[config.mk]
export PLATFORM = sky130hd
export DESIGN_NAME = touch_keypad_pin_lock_unit
export DESIGN_NICKNAME = d
export VERILOG_FILES = /design/src/rtl/kpl_pkg.sv /design/src/rtl/kpl_hit_test.sv /design/src/rtl/kpl_core.sv /design/src/rtl/touch_keypad_pin_lock_unit.sv
export SDC_FILE = /design/constraint.sdc
export NUM_CORES = 1
export LEC_CHECK = 0
export BUFFER_PORTS_ARGS = -buffer_cell sky130_fd_sc_hd__buf_2
export CAP_MARGIN = 20
export CORE_MARGIN = 4
export CORE_UTILIZATION = 50
export DETAILED_ROUTE_END_ITERATION = 10
export PLACE_DENSITY = 0.75
export SYNTH_ARGS = -nofsm -noshare
export SYNTH_HDL_FRONTEND = slang
export SYNTH_SLANG_ARGS = --single-unit
[constraint.sdc]
create_clock -name clk_i -period 3.2 [get_ports clk_i]
set_input_delay 0.48 -clock clk_i [delete_from_list [all_inputs] [get_ports clk_i]]
set_output_delay 0.48 -clock clk_i [all_outputs]
set_load 0.01 [all_outputs]
[src/rtl/kpl_pkg.sv]
`default_nettype none

package kpl_pkg;

  // keypad geometry, in pixels
  localparam int KeyWidth   = 50;
  localparam int KeyHeight  = 36;
  localparam int KeySpacing = 8;
  localparam int GridLeft   = 20;
  localparam int GridTop    = 20;
  localparam int GridCols   = 3;
  localparam int GridRows   = 4;

  localparam int PinLength  = 4;

  // coordinate width used for the hit test, wide enough for any grid edge
  localparam int PosW = 10;
  // digit counter holds 0..PinLength; entry index addresses the held digits
  localparam int CntW = $clog2(PinLength + 1);
  localparam int IdxW = (PinLength > 1) ? $clog2(PinLength) : 1;

  localparam logic [15:0] PinReset = 16'h1234;

  localparam logic [3:0] KeyClear = 4'd9;
  localparam logic [3:0] KeyZero  = 4'd10;
  localparam logic [3:0] KeyOk    = 4'd11;

  typedef struct packed {
    logic       hit;
    logic [3:0] index;
  } key_t;

  typedef struct packed {
    logic       key_hit;
    logic [3:0] key_index;
    logic [2:0] digits_held;
    logic       login_ok;
    logic       wrong_pin;
  } result_t;

  // BCD digit of the stored PIN for entry position i (0 = first entered)
  function automatic logic [3:0] pin_digit(input logic [15:0] pin, input int i);
    int nib;
    nib = PinLength - 1 - i;
    if (nib >= 4) begin
      return 4'd0;
    end
    return pin[4*nib +: 4];
  endfunction

endpackage

`default_nettype wire

[src/rtl/kpl_hit_test.sv]
`default_nettype none

module kpl_hit_test (
  input  wire logic [8:0] touch_x_i,
  input  wire logic [7:0] touch_y_i,
  output kpl_pkg::key_t   key_o
);

  always_comb begin
    logic [kpl_pkg::PosW-1:0] x;
    logic [kpl_pkg::PosW-1:0] y;
    logic [1:0]               col;
    logic [1:0]               row;
    logic                     col_hit;
    logic                     row_hit;
    int                       lo;

    x       = kpl_pkg::PosW'(touch_x_i);
    y       = kpl_pkg::PosW'(touch_y_i);
    col     = 2'd0;
    row     = 2'd0;
    col_hit = 1'b0;
    row_hit = 1'b0;
    lo      = 0;

    // left and top edges inclusive, right and bottom exclusive
    for (int c = 0; c < kpl_pkg::GridCols; c++) begin
      lo = kpl_pkg::GridLeft + c * (kpl_pkg::KeyWidth + kpl_pkg::KeySpacing);
      if (x >= kpl_pkg::PosW'(lo) && x < kpl_pkg::PosW'(lo + kpl_pkg::KeyWidth)) begin
        col_hit = 1'b1;
        col     = 2'(c);
      end
    end

    for (int r = 0; r < kpl_pkg::GridRows; r++) begin
      lo = kpl_pkg::GridTop + r * (kpl_pkg::KeyHeight + kpl_pkg::KeySpacing);
      if (y >= kpl_pkg::PosW'(lo) && y < kpl_pkg::PosW'(lo + kpl_pkg::KeyHeight)) begin
        row_hit = 1'b1;
        row     = 2'(r);
      end
    end

    key_o.hit = col_hit && row_hit;
    if (col_hit && row_hit) begin
      key_o.index = 4'(row) * 4'(kpl_pkg::GridCols) + 4'(col);
    end else begin
      key_o.index = 4'd0;
    end
  end

endmodule

`default_nettype wire

[src/rtl/kpl_core.sv]
`default_nettype none

module kpl_core (
  input  wire logic          clk_i,
  input  wire logic          rst_ni,
  input  wire logic          cfg_we_i,
  input  wire logic [15:0]   cfg_wdata_i,
  input  wire logic          load_i,
  input  wire kpl_pkg::key_t key_i,
  output kpl_pkg::result_t   result_o
);

  logic [15:0]              pin_q;
  logic [kpl_pkg::CntW-1:0] count_q, count_d;
  logic [3:0]               digits_q [kpl_pkg::PinLength];
  logic                     wr_en;
  logic [3:0]               wr_digit;
  logic                     match;
  logic                     ok_press;
  kpl_pkg::result_t         res_q, res_d;

  always_comb begin
    match = (count_q == kpl_pkg::CntW'(kpl_pkg::PinLength));
    for (int i = 0; i < kpl_pkg::PinLength; i++) begin
      if (digits_q[i] != kpl_pkg::pin_digit(pin_q, i)) begin
        match = 1'b0;
      end
    end
  end

  always_comb begin
    count_d   = count_q;
    wr_en     = 1'b0;
    ok_press  = 1'b0;
    wr_digit  = (key_i.index == kpl_pkg::KeyZero) ? 4'd0 : key_i.index + 4'd1;
    res_d.key_hit   = key_i.hit;
    res_d.key_index = key_i.index;
    res_d.login_ok  = 1'b0;
    res_d.wrong_pin = 1'b0;

    if (key_i.hit) begin
      case (key_i.index)
        kpl_pkg::KeyClear: begin
          if (count_q != '0) begin
            count_d = count_q - kpl_pkg::CntW'(1);
          end
        end
        kpl_pkg::KeyOk: begin
          ok_press = 1'b1;
          if (match) begin
            res_d.login_ok = 1'b1;
          end else begin
            res_d.wrong_pin = 1'b1;
            count_d         = '0;
          end
        end
        default: begin
          if (count_q < kpl_pkg::CntW'(kpl_pkg::PinLength)) begin
            wr_en   = 1'b1;
            count_d = count_q + kpl_pkg::CntW'(1);
          end
        end
      endcase
    end

    res_d.digits_held = 3'(count_d);
  end

  always_ff @(posedge clk_i or negedge rst_ni) begin
    if (!rst_ni) begin
      pin_q   <= kpl_pkg::PinReset;
      count_q <= '0;
    end else begin
      if (cfg_we_i) begin
        pin_q <= cfg_wdata_i;
      end
      if (load_i) begin
        count_q <= count_d;
      end
    end
  end

  // digit store and result register: no reset needed
  always_ff @(posedge clk_i) begin
    if (load_i && wr_en) begin
      digits_q[count_q[kpl_pkg::IdxW-1:0]] <= wr_digit;
    end
    if (load_i) begin
      res_q <= res_d;
    end
  end

  assign result_o = res_q;

  a_count_range: assert property (@(posedge clk_i) disable iff (!rst_ni)
    count_q <= kpl_pkg::CntW'(kpl_pkg::PinLength))
    else $error("digit count beyond PIN length");

  a_wrong_clears: assert property (@(posedge clk_i) disable iff (!rst_ni)
    (load_i && ok_press && !match) |=> (count_q == '0))
    else $error("wrong PIN did not empty the entry");

  a_ok_keeps: assert property (@(posedge clk_i) disable iff (!rst_ni)
    (load_i && res_d.login_ok) |=> (count_q == kpl_pkg::CntW'(kpl_pkg::PinLength)))
    else $error("successful login lost digits");

  a_flags_excl: assert property (@(posedge clk_i) disable iff (!rst_ni)
    load_i |-> !(res_d.login_ok && res_d.wrong_pin))
    else $error("login_ok and wrong_pin both set");

endmodule

`default_nettype wire

[src/rtl/touch_keypad_pin_lock_unit.sv]
// Touch keypad PIN lock.
// Input channel (in_valid_i/in_ready_o) carries one touch coordinate per
// request; output channel (out_valid_o/out_ready_i) returns exactly one
// result per touch, in order: key hit, key index, digits held, login_ok and
// wrong_pin.
// A touch is registered on acceptance, hit-tested against the 4x3 key grid
// and applied to the digit entry when the result register can advance,
// where the result is registered and out_valid_o is raised; one touch
// is accepted every cycle while the receiver keeps up.
// When the receiver stalls, the result register holds and the input register
// still takes one more request; in_ready_o then drops until the result moves.
// The PIN register (cfg_we_i/cfg_wdata_i) is written on any edge with the
// enable high; write it only while no request is in flight.
// Reset empties the entry, clears both valid flags and loads PIN 1234.
`default_nettype none

module touch_keypad_pin_lock_unit (
  input  wire logic        clk_i,
  input  wire logic        rst_ni,
  input  wire logic        cfg_we_i,
  input  wire logic [15:0] cfg_wdata_i,
  input  wire logic        in_valid_i,
  output logic             in_ready_o,
  input  wire logic [8:0]  touch_x_i,
  input  wire logic [7:0]  touch_y_i,
  output logic             out_valid_o,
  input  wire logic        out_ready_i,
  output logic             key_hit_o,
  output logic [3:0]       key_index_o,
  output logic [2:0]       digits_held_o,
  output logic             login_ok_o,
  output logic             wrong_pin_o
);

  logic             s1_valid_q;
  logic             out_valid_q;
  logic [8:0]       x_q;
  logic [7:0]       y_q;
  logic             advance;
  logic             load;
  kpl_pkg::key_t    key;
  kpl_pkg::result_t result;

  assign advance    = !out_valid_q || out_ready_i;
  assign in_ready_o = !s1_valid_q || advance;
  assign load       = s1_valid_q && advance;

  always_ff @(posedge clk_i or negedge rst_ni) begin
    if (!rst_ni) begin
      s1_valid_q  <= 1'b0;
      out_valid_q <= 1'b0;
    end else begin
      if (in_ready_o) begin
        s1_valid_q <= in_valid_i;
      end
      if (advance) begin
        out_valid_q <= s1_valid_q;
      end
    end
  end

  always_ff @(posedge clk_i) begin
    if (in_valid_i && in_ready_o) begin
      x_q <= touch_x_i;
      y_q <= touch_y_i;
    end
  end

  kpl_hit_test u_hit_test (
    .touch_x_i (x_q),
    .touch_y_i (y_q),
    .key_o     (key)
  );

  kpl_core u_core (
    .clk_i       (clk_i),
    .rst_ni      (rst_ni),
    .cfg_we_i    (cfg_we_i),
    .cfg_wdata_i (cfg_wdata_i),
    .load_i      (load),
    .key_i       (key),
    .result_o    (result)
  );

  assign out_valid_o   = out_valid_q;
  assign key_hit_o     = result.key_hit;
  assign key_index_o   = result.key_index;
  assign digits_held_o = result.digits_held;
  assign login_ok_o    = result.login_ok;
  assign wrong_pin_o   = result.wrong_pin;

endmodule

`default_nettype wire
==> impl_metrics.toml <==
[cells_and_area]
n_fill_cell = 437
seqCellArea_um2 = 1730
multi_input_comb_area_um2 = 1230
nNetsFinal = 352
layout-drive-gt1-share_pct = 38.1
area_growth_syn_to_layout_pct = 23.4
diodes = 0
fin_util_pct = 65.1

[routing]
wl_met3_um = 365
wire_per_inst_um = 15.4
dr.first_iter.drc_count = 174
ant_nets = 0
dr.pass1.iters = 4
drt-met1-wl_um = 2570
routed.top_layer = "met4"
routed-wl-met2_um = 2830
vias = 2075
finalWirelength_um = 5870
viasPerCell = 5.43
drc = 0

[critical_path]
crit_type = "reg2reg"
cp_slowest_stage_delay_ps = 470
crit_path_end_kind = "flop"
rrSetupSlack_ps = 60
timing.critical_path.cells = "nor3_2 -> nor4_2 -> buf_4 -> ha_4 -> ha_4 -> inv_2 -> fa_1 -> and2b_1 -> and2_4 -> nand2_4 -> nor4_4 -> or3_4 -> o22a_1"
startpoint_type = "flop"
cp_slowest_cell = "edfxtp_1"
r2r_end = "u_core.result_o[4]"
crit_fanout = 5
rr_worst_depth = 13
reg2reg_from = "x_q[4]"
cpMostUsedCell = "ha_4"
cp.required_ps = 3300
crit_arrival_ps = 3240

[synth]
synth_common_cells = "edfxtp_1 (40), dfrtp_1 (16), mux2_2 (16)"
synthCells = 241
ys_seq_area_share_pct = 58.2
asyncSetResetFlopFracSynth_pct = 34.4
synth_fp_nets = 288
synthTopCellsByArea = "edfxtp_1 (40%), dfrtp_1 (13%), mux2_2 (6.1%)"
synth_top_area_cell = "edfxtp_1"
yosys.cell_count.top_type = "edfxtp_1"
yosys.area.top_type_share_pct = 40.4
synth_edf_count = 40
syn_area_um2 = 2980
ys.flop_type = "edfxtp_1"
syn_avg_cell_area_um2 = 12.4
ys_seq_elements = 61
synth.distinct_cells = 51
yosys_warnings = 0

[floorplan]
rows = 27
die-width_um = 85.2
boundaryPins = 50
dieArea_um2 = 7250
start_util_pct = 52.8
core_um2 = 5640
die_y_um = 85.2

[clocking]
ctsHoldBuffers = 0
clk_latency_ps = 340
root_buffer = "clkbuf_8"
clkTransAtPathRegs_ps = 70
numCtsBuffers = 9
clockBufferDepth = 2
cts_tree = "built"
htreeDepth = 3
cts.sinks = 61

[global_routing]
grt_max_degree = 22
grt_pass1_wl_um = 9690
antenna_found_initial = 0
grt_pass1_vias = 2082
grt.overflow.total = 0
grt_usage_pct = 17.1

[timing]
slew-limit-headroom_pct = 60.5
skew_ps = 5.96
grt_setup_unrepaired = "yes"
fin_crit_sh_pct = 98.2
hold_viol = 0
slew_viol_final = 0
setup_viol = 0
fmax_ghz = 0.318
setup_ws_ps = 56.8
min_period_ps = 3140
tightest_slew_ps = 592

[power_and_ir_drop]
leakage_nw = 1.48
pwr-share-clk_pct = 32.0
power_switching_mw = 0.640
seq_power_share_pct = 46.7
p_per_area_nw_per_um2 = 588
swShare_pct = 29.6
pwr-share-comb_pct = 21.3
peakVddDrop_mv = 0.407
power_mw = 2.16
internal_power_mw = 1.52

[placed_design]
dp_hpwl_um = 4230
io_buffers = 46
dp_slack_ps = -118
finalWeightedCongestion = 0.919

[job]
max_cap_violations = 0

[hold_path]
timing.hold.worst.class = "in2async"

[outcome]
status = "complete, no violations"
## state kept, by name, indices dropped and copies added (netlist names)
register / cells
u_core.digits_q: 16
y_q: 6
s1_valid_q: 1
u_core.result_o: 10
u_core.pin_q: 16
out_valid_o: 1
u_core.count_q: 3
x_q: 8
## final cells by class
type / count / area share, %
clock inverters: 3 / 0.681
repair buffers: 65 / 10.1
clock buffers: 13 / 4.90
multi-input cells: 158 / 33.6
well taps: 72 / 2.45
flip-flops and latches: 61 / 47.2
inverters: 10 / 1.02
## critical path, delay by kind of cell (launching register included)
family,cells,cell delay (ps)
compound gates,1,220
fa+ha+maj,3,840
buf+inv,2,180
flops,1,470
simple gates,7,1190
## metal layers
| metal | vias up | global-route usage, % |
|---|---|---|
| met5 | - | 0 |
| met4 | 0 | 6.47 |
| met3 | 10 | 5.05 |
| met2 | 65 | 27.3 |
| met1 | 984 | 22.1 |
| li1 | 1016 | - |
## stage by stage
stage	cells	TNS, ps	hold slack, ps	area (µm²)
2_1_floorplan	241	-128	184	3020
3_3_place_gp	365	-99.8	471	3420
3_5_place_dp	365	-1120	468	3420
4_1_cts	382	0	106	3650
5_1_grt	382	-135	120	3670
6_report	382	0	89.8	3670
## how the worst max path moves through the flow
| stage | endpoint | depth (start not counted) | slack (ps) | startpoint |
|---|---|---|---|---|
| after floorplan | u_core.result_o[4] | 14 | -130 | y_q[7] |
| after global placement | u_core.result_o[4] | 13 | -70 | x_q[2] |
| after detailed placement | u_core.result_o[4] | 13 | -120 | x_q[2] |
| after CTS | u_core.result_o[4] | 13 | 20 | y_q[6] |
| after global routing | u_core.result_o[3] | 14 | -60 | y_q[7] |
| final | u_core.result_o[4] | 13 | 60 | x_q[4] |
## cells by family (layout without fill, tap and decap cells)
| logic type | after synthesis | after routing | synth area share, % |
|---|---|---|---|
| adder cells (fa/ha/maj) | 9 | 9 | 4.04 |
| XOR/XNOR | 18 | 18 | 5.30 |
| multiplexers | 17 | 17 | 6.39 |
| AND/OR/NAND/NOR | 73 | 73 | 13.5 |
| buffers and inverters | 22 | 91 | 3.15 |
| flip-flops | 61 | 61 | 58.2 |
| AO/OA/AOI/OAI | 41 | 41 | 9.37 |
## what timing repair did
item                                   in CTS  in global routing
cloned                                      0                  0
gates resized for setup                     5                  6
pin swaps                                   1                  6
endpoints found under the hold margin       0                  0
setup buffers                               1                  0
setup endpoints to repair                  20                 21
## power by group through the flow
stage                     clock, mW  combinational, mW  sequential, mW
after floorplan                   0              0.312           0.998
after global routing          0.740              0.511            1.02
after global placement            0              0.422            1.02
after detailed placement          0              0.441            1.02
after CTS                     0.700              0.451            1.01
final                         0.691              0.459            1.01
## placed cells by master, fill, tap and decap left out, drive strengths merged, types with 6 or more instances in the layout
master / instances
o21ai: 8
nand2: 13
nor4: 7
mux2: 16
edfxtp: 40
clkbuf: 13
xor2: 12
nor3: 10
dfrtp: 16
xnor2: 6
buf: 65
ha: 8
inv: 11
a21oi: 9
nand2b: 8
nor2: 15
No activity file was read; power rests on OpenSTA's default activity.
